`src/rtl/core/hsc_pkg.sv`:
```
`default_nettype none

package hsc_pkg;

    typedef logic [4:0][31:0] words5_t;

    localparam words5_t IV_WORDS = {
        32'hc3d2e1f0, 32'h10325476, 32'h98badcfe, 32'hefcdab89, 32'h67452301
    };

    localparam logic [7:0] PAD_MARK = 8'h80;
    localparam logic [5:0] LAST_POS = 6'd63;
    localparam logic [5:0] LEN_POS = 6'd56;
    localparam logic [4:0] LAST_STEP = 5'd19;
    localparam logic [1:0] LAST_GROUP = 2'd3;
    localparam logic [2:0] LAST_WORD_IDX = 3'd4;

    typedef enum logic [2:0] {
        ST_IDLE,
        ST_PAD,
        ST_LOAD,
        ST_ROUND,
        ST_FOLD,
        ST_OUTPUT
    } hsc_state_t;

    // One byte write into the block buffer.
    typedef struct packed {
        logic       we;
        logic [7:0] data;
        logic [5:0] pos;
    } hsc_wr_t;

    // Control of the round unit for one cycle.
    typedef struct packed {
        logic       load;
        logic       step;
        logic [4:0] idx;
        logic [1:0] grp;
    } hsc_rnd_ctrl_t;

    function automatic logic [31:0] rotl32(input logic [31:0] x, input logic [4:0] n);
        logic [63:0] dbl;
        dbl = {x, x} << n;
        return dbl[63:32];
    endfunction

    function automatic logic [4:0] rot_a(input logic [4:0] idx);
        logic [4:0] r;
        unique case (idx)
            5'd0:    r = 5'd5;
            5'd1:    r = 5'd11;
            5'd2:    r = 5'd7;
            5'd3:    r = 5'd15;
            5'd4:    r = 5'd6;
            5'd5:    r = 5'd13;
            5'd6:    r = 5'd8;
            5'd7:    r = 5'd14;
            5'd8:    r = 5'd7;
            5'd9:    r = 5'd12;
            5'd10:   r = 5'd9;
            5'd11:   r = 5'd11;
            5'd12:   r = 5'd8;
            5'd13:   r = 5'd15;
            5'd14:   r = 5'd6;
            5'd15:   r = 5'd12;
            5'd16:   r = 5'd9;
            5'd17:   r = 5'd14;
            5'd18:   r = 5'd5;
            5'd19:   r = 5'd13;
            default: r = 5'd0;
        endcase
        return r;
    endfunction

    function automatic logic [4:0] rot_b(input logic [1:0] grp);
        logic [4:0] r;
        unique case (grp)
            2'd0: r = 5'd10;
            2'd1: r = 5'd17;
            2'd2: r = 5'd25;
            2'd3: r = 5'd30;
        endcase
        return r;
    endfunction

    function automatic logic [31:0] round_const(input logic [1:0] grp);
        logic [31:0] k;
        unique case (grp)
            2'd0: k = 32'h00000000;
            2'd1: k = 32'h5a827999;
            2'd2: k = 32'h6ed9eba1;
            2'd3: k = 32'h8f1bbcdc;
        endcase
        return k;
    endfunction

    // Which extra word a finished message word is folded into.
    function automatic logic [1:0] extra_sel(input logic [3:0] k);
        logic [1:0] s;
        unique case (k)
            4'd0:  s = 2'd3;
            4'd1:  s = 2'd2;
            4'd2:  s = 2'd1;
            4'd3:  s = 2'd0;
            4'd4:  s = 2'd2;
            4'd5:  s = 2'd1;
            4'd6:  s = 2'd0;
            4'd7:  s = 2'd3;
            4'd8:  s = 2'd1;
            4'd9:  s = 2'd0;
            4'd10: s = 2'd3;
            4'd11: s = 2'd2;
            4'd12: s = 2'd0;
            4'd13: s = 2'd3;
            4'd14: s = 2'd2;
            4'd15: s = 2'd1;
        endcase
        return s;
    endfunction

endpackage

`default_nettype wire

```
`src/rtl/core/hsc_if.sv`:
```
`default_nettype none

interface hsc_msg_if;
    logic       valid;
    logic       ready;
    logic [7:0] data_byte;
    logic       is_last;
    logic       no_byte;

    modport source (output valid, output data_byte, output is_last, output no_byte,
                     input ready);
    modport sink (input valid, input data_byte, input is_last, input no_byte,
                  output ready);
endinterface

interface hsc_dig_if;
    logic        valid;
    logic        ready;
    logic [31:0] digest_word;
    logic        last_word;

    modport source (output valid, output digest_word, output last_word, input ready);
    modport sink (input valid, input digest_word, input last_word, output ready);
endinterface

`default_nettype wire

```
`src/rtl/core/hsc_msg_sched.sv`:
```
`default_nettype none

module hsc_msg_sched
    import hsc_pkg::*;
(
    input  wire logic        clk,
    input  wire hsc_wr_t     wr,
    input  wire logic [4:0]  rd_idx,
    output logic [31:0]      x_word
);

    logic [23:0]      acc_reg;
    logic [31:0]      word_mem [16];
    logic [3:0][31:0] extra_reg;
    logic [31:0]      full_word;
    logic [3:0]       word_idx;
    logic [1:0]       esel;

    assign full_word = {acc_reg, wr.data};
    assign word_idx  = wr.pos[5:2];
    assign esel      = extra_sel(word_idx);

    // Bytes are packed big-endian; each finished word also updates its extra word.
    always_ff @(posedge clk)
    begin
        if (wr.we)
        begin
            acc_reg <= full_word[23:0];
            if (wr.pos[1:0] == 2'b11)
            begin
                word_mem[word_idx] <= full_word;
                if (word_idx < 4'd4)
                begin
                    extra_reg[esel] <= full_word;
                end
                else
                begin
                    extra_reg[esel] <= extra_reg[esel] ^ full_word;
                end
            end
        end
    end

    assign x_word = rd_idx[4] ? extra_reg[rd_idx[1:0]] : word_mem[rd_idx[3:0]];

endmodule

`default_nettype wire

```
`src/rtl/core/hsc_round_unit.sv`:
```
`default_nettype none

module hsc_round_unit
    import hsc_pkg::*;
(
    input  wire logic          clk,
    input  wire hsc_rnd_ctrl_t ctrl,
    input  wire words5_t       chain,
    input  wire logic [31:0]   x_word,
    output words5_t            work
);

    words5_t     work_reg;
    words5_t     work_next;
    logic [31:0] a, b, c, d, e;
    logic [31:0] f;
    logic [31:0] t;

    always_comb
    begin
        a = work_reg[0];
        b = work_reg[1];
        c = work_reg[2];
        d = work_reg[3];
        e = work_reg[4];
        unique case (ctrl.grp)
            2'd0:    f = (b & c) | (~b & d);
            2'd2:    f = c ^ (b | ~d);
            default: f = b ^ c ^ d;
        endcase
        t = rotl32(a, rot_a(ctrl.idx)) + f + e + x_word + round_const(ctrl.grp);

        priority if (ctrl.load)
        begin
            work_next = chain;
        end
        else if (ctrl.step)
        begin
            work_next[0] = t;
            work_next[1] = a;
            work_next[2] = rotl32(b, rot_b(ctrl.grp));
            work_next[3] = c;
            work_next[4] = d;
        end
        else
        begin
            work_next = work_reg;
        end
    end

    always_ff @(posedge clk)
    begin
        work_reg <= work_next;
    end

    assign work = work_reg;

endmodule

`default_nettype wire

```
`src/rtl/core/has160_style_hash_core.sv`:
```
// A message byte is written into the block buffer when taken; a byte that fills the
// block starts a compression (load, 80 rounds, chaining add). The last beat adds
// padding at one byte per cycle, one or two compressions, then five digest beats.
// Throughput is set by the single round unit: one round per cycle, 80 per 64-byte block.
// Reset (rst_n, asynchronous, active low) loads the initial chaining words and
// clears the byte count, block position and sequencer; buffer contents are undefined.
`default_nettype none

module has160_style_hash_core
    import hsc_pkg::*;
(
    input  wire logic clk,
    input  wire logic rst_n,
    hsc_msg_if.sink   msg,
    hsc_dig_if.source dig
);

    // Sequencer state. The block takes one message beat at a time in IDLE.
    hsc_state_t    state_reg, state_next;
    logic [5:0]    pos_reg, pos_next;
    logic [60:0]   count_reg, count_next;
    logic [63:0]   len_reg, len_next;
    logic          first_reg, first_next;
    logic          len_ok_reg, len_ok_next;
    logic          len_done_reg, len_done_next;
    logic          fin_reg, fin_next;
    logic [4:0]    step_reg, step_next;
    logic [1:0]    grp_reg, grp_next;
    logic [2:0]    out_idx_reg, out_idx_next;
    words5_t       chain_reg, chain_next;

    hsc_wr_t       wr;
    hsc_rnd_ctrl_t rctrl;
    logic [31:0]   x_word;
    words5_t       work;

    hsc_msg_sched u_sched (
        .clk    (clk),
        .wr     (wr),
        .rd_idx (step_reg),
        .x_word (x_word)
    );

    hsc_round_unit u_round (
        .clk    (clk),
        .ctrl   (rctrl),
        .chain  (chain_reg),
        .x_word (x_word),
        .work   (work)
    );

    always_ff @(posedge clk or negedge rst_n)
    begin
        if (!rst_n)
        begin
            state_reg    <= ST_IDLE;
            pos_reg      <= '0;
            count_reg    <= '0;
            first_reg    <= 1'b0;
            len_ok_reg   <= 1'b0;
            len_done_reg <= 1'b0;
            fin_reg      <= 1'b0;
            step_reg     <= '0;
            grp_reg      <= '0;
            out_idx_reg  <= '0;
            chain_reg    <= IV_WORDS;
        end
        else
        begin
            state_reg    <= state_next;
            pos_reg      <= pos_next;
            count_reg    <= count_next;
            first_reg    <= first_next;
            len_ok_reg   <= len_ok_next;
            len_done_reg <= len_done_next;
            fin_reg      <= fin_next;
            step_reg     <= step_next;
            grp_reg      <= grp_next;
            out_idx_reg  <= out_idx_next;
            chain_reg    <= chain_next;
        end
    end

    // The bit length is a payload register, reloaded on every accepted beat and shifted out while padding.
    always_ff @(posedge clk)
    begin
        len_reg <= len_next;
    end

    always_comb
    begin
        state_next    = state_reg;
        pos_next      = pos_reg;
        count_next    = count_reg;
        len_next      = len_reg;
        first_next    = first_reg;
        len_ok_next   = len_ok_reg;
        len_done_next = len_done_reg;
        fin_next      = fin_reg;
        step_next     = step_reg;
        grp_next      = grp_reg;
        out_idx_next  = out_idx_reg;
        chain_next    = chain_reg;

        wr.we      = 1'b0;
        wr.data    = msg.data_byte;
        wr.pos     = pos_reg;
        rctrl.load = 1'b0;
        rctrl.step = 1'b0;
        rctrl.idx  = step_reg;
        rctrl.grp  = grp_reg;

        msg.ready       = 1'b0;
        dig.valid       = 1'b0;
        dig.digest_word = chain_reg[out_idx_reg];
        dig.last_word   = (out_idx_reg == LAST_WORD_IDX);

        unique case (state_reg)
            ST_IDLE:
            begin
                msg.ready = 1'b1;
                if (msg.valid)
                begin
                    // An item without a byte only matters when it closes the message.
                    count_next    = count_reg + {60'd0, ~msg.no_byte};
                    len_next      = {count_next, 3'b000};
                    fin_next      = msg.is_last;
                    first_next    = 1'b1;
                    len_ok_next   = 1'b0;
                    len_done_next = 1'b0;
                    if (!msg.no_byte)
                    begin
                        wr.we    = 1'b1;
                        pos_next = pos_reg + 6'd1;
                    end
                    if (!msg.no_byte && pos_reg == LAST_POS)
                    begin
                        state_next = ST_LOAD;
                    end
                    else if (msg.is_last)
                    begin
                        state_next = ST_PAD;
                    end
                end
            end

            ST_PAD:
            begin
                // Marker byte first, then zeros; the length fills the tail of the
                // block once the marker has left room for it.
                wr.we      = 1'b1;
                pos_next   = pos_reg + 6'd1;
                first_next = 1'b0;
                if (first_reg)
                begin
                    wr.data = PAD_MARK;
                    if (pos_reg < LEN_POS)
                    begin
                        len_ok_next = 1'b1;
                    end
                end
                else if (len_ok_reg && pos_reg >= LEN_POS)
                begin
                    wr.data  = len_reg[63:56];
                    len_next = {len_reg[55:0], 8'h00};
                end
                else
                begin
                    wr.data = 8'h00;
                end
                if (pos_reg == LAST_POS)
                begin
                    len_done_next = len_ok_reg;
                    len_ok_next   = 1'b1;
                    state_next    = ST_LOAD;
                end
            end

            ST_LOAD:
            begin
                rctrl.load = 1'b1;
                step_next  = '0;
                grp_next   = '0;
                state_next = ST_ROUND;
            end

            ST_ROUND:
            begin
                rctrl.step = 1'b1;
                if (step_reg == LAST_STEP)
                begin
                    step_next = '0;
                    grp_next  = grp_reg + 2'd1;
                    if (grp_reg == LAST_GROUP)
                    begin
                        state_next = ST_FOLD;
                    end
                end
                else
                begin
                    step_next = step_reg + 5'd1;
                end
            end

            ST_FOLD:
            begin
                for (int k = 0; k < 5; k++)
                begin
                    chain_next[k] = chain_reg[k] + work[k];
                end
                priority if (fin_reg && len_done_reg)
                begin
                    out_idx_next = '0;
                    state_next   = ST_OUTPUT;
                end
                else if (fin_reg)
                begin
                    state_next = ST_PAD;
                end
                else
                begin
                    state_next = ST_IDLE;
                end
            end

            ST_OUTPUT:
            begin
                dig.valid = 1'b1;
                if (dig.ready)
                begin
                    if (out_idx_reg == LAST_WORD_IDX)
                    begin
                        // Ready for a fresh message.
                        chain_next = IV_WORDS;
                        count_next = '0;
                        pos_next   = '0;
                        fin_next   = 1'b0;
                        state_next = ST_IDLE;
                    end
                    else
                    begin
                        out_idx_next = out_idx_reg + 3'd1;
                    end
                end
            end

            default:
            begin
                state_next = ST_IDLE;
            end
        endcase
    end

    // The input side and the digest side are never open at once.
    a_no_overlap: assert property (@(posedge clk) disable iff (!rst_n)
        !(msg.ready && dig.valid))
        else $error("message beat accepted while digest is pending");

    // After the final digest beat the chaining words are back at their start values.
    a_chain_restart: assert property (@(posedge clk) disable iff (!rst_n)
        (dig.valid && dig.ready && dig.last_word) |=> (chain_reg == IV_WORDS))
        else $error("chaining words not restored after digest");

    // The eightieth round is followed by the chaining add.
    a_round_end: assert property (@(posedge clk) disable iff (!rst_n)
        (state_reg == ST_ROUND && step_reg == LAST_STEP && grp_reg == LAST_GROUP)
        |=> (state_reg == ST_FOLD))
        else $error("compression did not end after eighty rounds");

    // The digest index stays within the five chaining words.
    a_out_idx: assert property (@(posedge clk) disable iff (!rst_n)
        dig.valid |-> (out_idx_reg <= LAST_WORD_IDX))
        else $error("digest word index out of range");

endmodule

`default_nettype wire

```
`src/flat_wrapper.sv`:
```
// flat-port wrapper written by rule: the top's interface ports become plain ports
module has160_style_hash_core_flat import hsc_pkg::*;
  (clk, rst_n, msg_valid, msg_data_byte, msg_is_last, msg_no_byte, msg_ready, dig_valid, dig_digest_word, dig_last_word, dig_ready);
  hsc_msg_if msg_i ();
  hsc_dig_if dig_i ();
  input  wire logic clk;
  input  wire logic rst_n;
  input wire logic [$bits(msg_i.valid)-1:0] msg_valid;
  input wire logic [$bits(msg_i.data_byte)-1:0] msg_data_byte;
  input wire logic [$bits(msg_i.is_last)-1:0] msg_is_last;
  input wire logic [$bits(msg_i.no_byte)-1:0] msg_no_byte;
  output wire logic [$bits(msg_i.ready)-1:0] msg_ready;
  output wire logic [$bits(dig_i.valid)-1:0] dig_valid;
  output wire logic [$bits(dig_i.digest_word)-1:0] dig_digest_word;
  output wire logic [$bits(dig_i.last_word)-1:0] dig_last_word;
  input wire logic [$bits(dig_i.ready)-1:0] dig_ready;
  assign msg_i.valid = msg_valid;
  assign msg_i.data_byte = msg_data_byte;
  assign msg_i.is_last = msg_is_last;
  assign msg_i.no_byte = msg_no_byte;
  assign msg_ready = msg_i.ready;
  assign dig_valid = dig_i.valid;
  assign dig_digest_word = dig_i.digest_word;
  assign dig_last_word = dig_i.last_word;
  assign dig_i.ready = dig_ready;
  has160_style_hash_core u_core (.clk(clk), .rst_n(rst_n), .msg(msg_i), .dig(dig_i));
endmodule
```
`config.mk`:
```
export PLATFORM = sky130hd
export DESIGN_NAME = has160_style_hash_core_flat
export DESIGN_NICKNAME = d
export VERILOG_FILES = /design/src/rtl/core/hsc_pkg.sv /design/src/rtl/core/hsc_if.sv /design/src/rtl/core/hsc_msg_sched.sv /design/src/rtl/core/hsc_round_unit.sv /design/src/rtl/core/has160_style_hash_core.sv /design/src/flat_wrapper.sv
export SDC_FILE = /design/constraint.sdc
export NUM_CORES = 2
export LEC_CHECK = 0
export BUFFER_PORTS_ARGS = -buffer_cell sky130_fd_sc_hd__buf_2
export CORE_MARGIN = 5
export CORE_UTILIZATION = 58
export CTS_CLUSTER_DIAMETER = 40
export DETAILED_ROUTE_END_ITERATION = 7
export PLACE_DENSITY_LB_ADDON = 0.1
export SLEW_MARGIN = 40
export SYNTH_ARGS = -nofsm -noshare
export SYNTH_HDL_FRONTEND = slang
export SYNTH_SLANG_ARGS = --single-unit
```
`constraint.sdc`:
```
create_clock -name clk -period 7.1 [get_ports clk]
set_clock_uncertainty 0.05 [all_clocks]
set_input_delay 1.42 -clock clk [delete_from_list [all_inputs] [get_ports clk]]
set_output_delay 1.42 -clock clk [all_outputs]
set_load 0.05 [all_outputs]
```
==> flow_summary.yaml <==
outcome:
  status: "complete, no violations"
power:
  intPower_mw: 12.1
  p_comb_share_pct: 0.3
  p_clk_share_pct: 54.0
  power_frac_seq_pct: 45.7
  power_leakage_nw: 27.0
  swShare_pct: 21.4
  power_density_nw_per_um2: 212
  peakVddDrop_mv: 0.236
  switchingPower_mw: 3.29
  finalPower_mw: 15.4
detailed_routing:
  post_drt_wl_per_cell_microns: 26.7
  drcViolationCount: 0
  drt_wl_total_microns: 190000
  initialDrtViolationCount: 4954
  ant_nets: 0
  first_pass_iters: 7
  via_count: 45100
  viasPerCell: 6.35
synthesis:
  synth_edf_count: 885
  syn_nets: 5739
  ys_top_cells_by_area: "edfxtp_1 (41%), mux4_2 (11%), dfrtp_1 (6.4%)"
  yosysTopAreaCell: "edfxtp_1"
  ys_ff_latch: 1129
  ys.flop_type: "edfxtp_1"
  synth_cell_types: 85
  synth-warning-count: 0
  async_flop_share_pct: 21.6
  avgSynthCellArea_sq_um: 11.9
  synth_top_cell_area_share_pct: 41.2
  ys_seq_area_share_pct: 50.9
  syn_area_sq_um: 64500
  synth_cells: 5420
min_path:
  holdPathEnd: "u_core.len_done_reg"
  hp-class: "register to register"
  holdCritStartpoint: "u_core.len_done_reg"
  hold_path_depth: 2
critical_path:
  critPathMaxStageDelay_ps: 570
  start_kind: "register"
  critPathMaxFanout: 32
  worstSetupEndpointType: "register"
  critPathBufInv: 4
  arrival_ps: 7140
  reg2reg_from: "u_core.step_reg[1]"
  r2r_cells: 25
  critical_path.top_delay_family: "adder cells"
  worstPathRequired_ps: 7560
  critical_path.most_common_cell: "mux2i_1"
  slowest_stage: "fa_1"
  rr_endpoint: "u_core.u_round.a[31]"
  startpoint: "u_core.step_reg[1]"
  worstSetupPathType: "register to register"
  ff2ff_setup_slack_ps: 430
sta:
  relSlewSlack_pct: 42.5
  fin_tns_setup_ps: 0
  period_share_pct: 94.0
  min_period_ps: 6670
  grt_setup_unrepaired: "false"
  tightest_slew_ps: 862
  fmax_mhz: 150
  final_max_slew_viol_count: 0
  final-setup-viol-count: 0
  hold_violations: 0
grt:
  grt_first_pass_wirelength_microns: 282000
  grt_pass1_vias: 43900
  antenna_found_initial: 2
  grt_max_degree: 167
  grt_overflow: 0
  grt_usage_pct: 32.1
floorplan:
  initial_core_util_pct: 58.3
  core_area_sq_um: 111000
  die_x_microns: 343
  die_h_microns: 343
  ioPinCount: 49
  die_area_sq_um: 118000
  rows: 122
placed_design:
  port_buffers: 48
  post-dp-hpwl_microns: 127000
  gp_congestion: 0.934
clock_network:
  clock_path_buffers: 3
  cts_hold_buf: 0
  htree_levels: 4
  insertion_delay_ps: 790
  cts.clk_slew.worst_paths_ps: 50
  cts_root_buf: "clkbuf_16"
  cts_buffers: 164
  cts_tree: "yes"
  cts_sinks: 1129
layout:
  fin_util_pct: 65.9
  drive_gt1_share_pct: 17.0
  largest_reg_flops: 512
  fillCellCount: 8282
  syn_to_final_growth_pct: 13.0
  multiInputGateArea_sq_um: 29800
  nets: 5789
  seqCellArea_sq_um: 32800
run:
  maxCapViolCount: 0
## worst register-to-register path: stages (launching register included)
cell and delay (ps):
dfrtp_4 510, inv_1 120, ha_1 220, maj3_1 390
o21ai_4 160, buf_12 250, mux2i_1 380, mux2i_1 220
mux2i_1 260, mux2i_1 140, fa_1 470, fa_1 570
inv_1 70, fa_1 450, nor2b_1 130, o21a_1 140
o21ai_1 80, a21oi_1 200, a211oi_1 110, buf_4 160
o31ai_1 410, a211oi_1 160, nor3_2 400, a21oi_1 140
xnor2_1 160, o21ai_0 90
## routing by layer
layer | GRT usage (%) | up-vias | routed length, microns
met5 | 0 | - | 18
met4 | 13.7 | 2 | 9080
met3 | 6.11 | 403 | 17100
met2 | 51.8 | 2105 | 90200
met1 | 43.1 | 22500 | 73200
li1 | - | 20100 | -
## cells by family after synthesis
family / Yosys count / share of synthesized area (%)
DFF: 1129 / 50.9
muxes: 541 / 14.6
buffers and inverters: 576 / 3.42
and+or+nand+nor: 1505 / 9.89
xor gates and xnor gates: 265 / 3.60
adders and majority gates: 306 / 7.03
AOI/OAI and AO/OA: 1098 / 10.6
## Yosys cell counts (136+ instances only)
master	n
o21ai_0	355
a21oi_1	296
xor2_1	136
edfxtp_1	885
ha_1	211
mux2i_1	215
clkbuf_1	204
nand2_1	661
mux4_2	321
nor2_1	551
dfrtp_1	164
inv_1	272
## per-stage QoR
step	setup slack (ps)	cell area, sq um	instances	hold WS [ps]
after floorplan	98.9	64500	5420	407
after global placement	460	66800	6784	430
after CTS	343	72700	7097	441
after detailed placement	351	67000	6789	429
final	428	72800	7101	447
after global routing	14.6	72800	7100	481
## cell type report
type,instances,share of cell area (%)
multi-input combinational,3715,41.0
tap,1488,2.56
inverter,279,1.45
sequential,1129,45.0
antenna,1,0.00344
clock buffer,195,5.97
timing repair buffer,181,2.13
clock inverter,113,1.91
## how the worst max path moves through the flow
| stage | end | cells after the start |
|---|---|---|
| after floorplan | u_core.u_round.a[31] | 29 |
| after global placement | u_core.u_round.a[29] | 23 |
| after detailed placement | u_core.u_round.a[30] | 23 |
| after CTS | u_core.u_round.a[30] | 23 |
| after global routing | u_core.u_round.a[29] | 25 |
| final | u_core.u_round.a[31] | 25 |
## what timing repair did
action | in CTS | in global routing
buffers inserted | 0 | 1
resized for setup | 0 | 4
setup endpoints to repair | 0 | 6
## cell usage in the layout (no fill, tap or decap), types with 29 or more instances in the layout
master     instances
o31ai_1           30
a21o_1            85
nor2_1           529
mux4_2           321
xnor2_1          128
and3_1            38
o21a_1            29
clkbuf_16        167
buf_2             47
a22o_1            73
inv_1            271
ha_1             207
xor2_1           135
nand3_1           52
mux2i_1          213
o21ai_0          352
nor3_1            29
buf_4            105
nand2_1          657
dfrtp_1          158
nand2b_1          59
fa_1              94
a21oi_1          295
dfstp_2           80
edfxtp_1         885
## power by group through the flow
stage               logic [mW]  registers [mW]  clock network, mW
floorplan             0.000938            7.19                  0
global placement        0.0432            7.19                  0
detailed placement      0.0426            7.19                  0
CTS                     0.0425            7.06               8.43
global route            0.0481            7.05               8.74
finish                  0.0421            7.06               8.33
(Power assumes the default switching activity.)
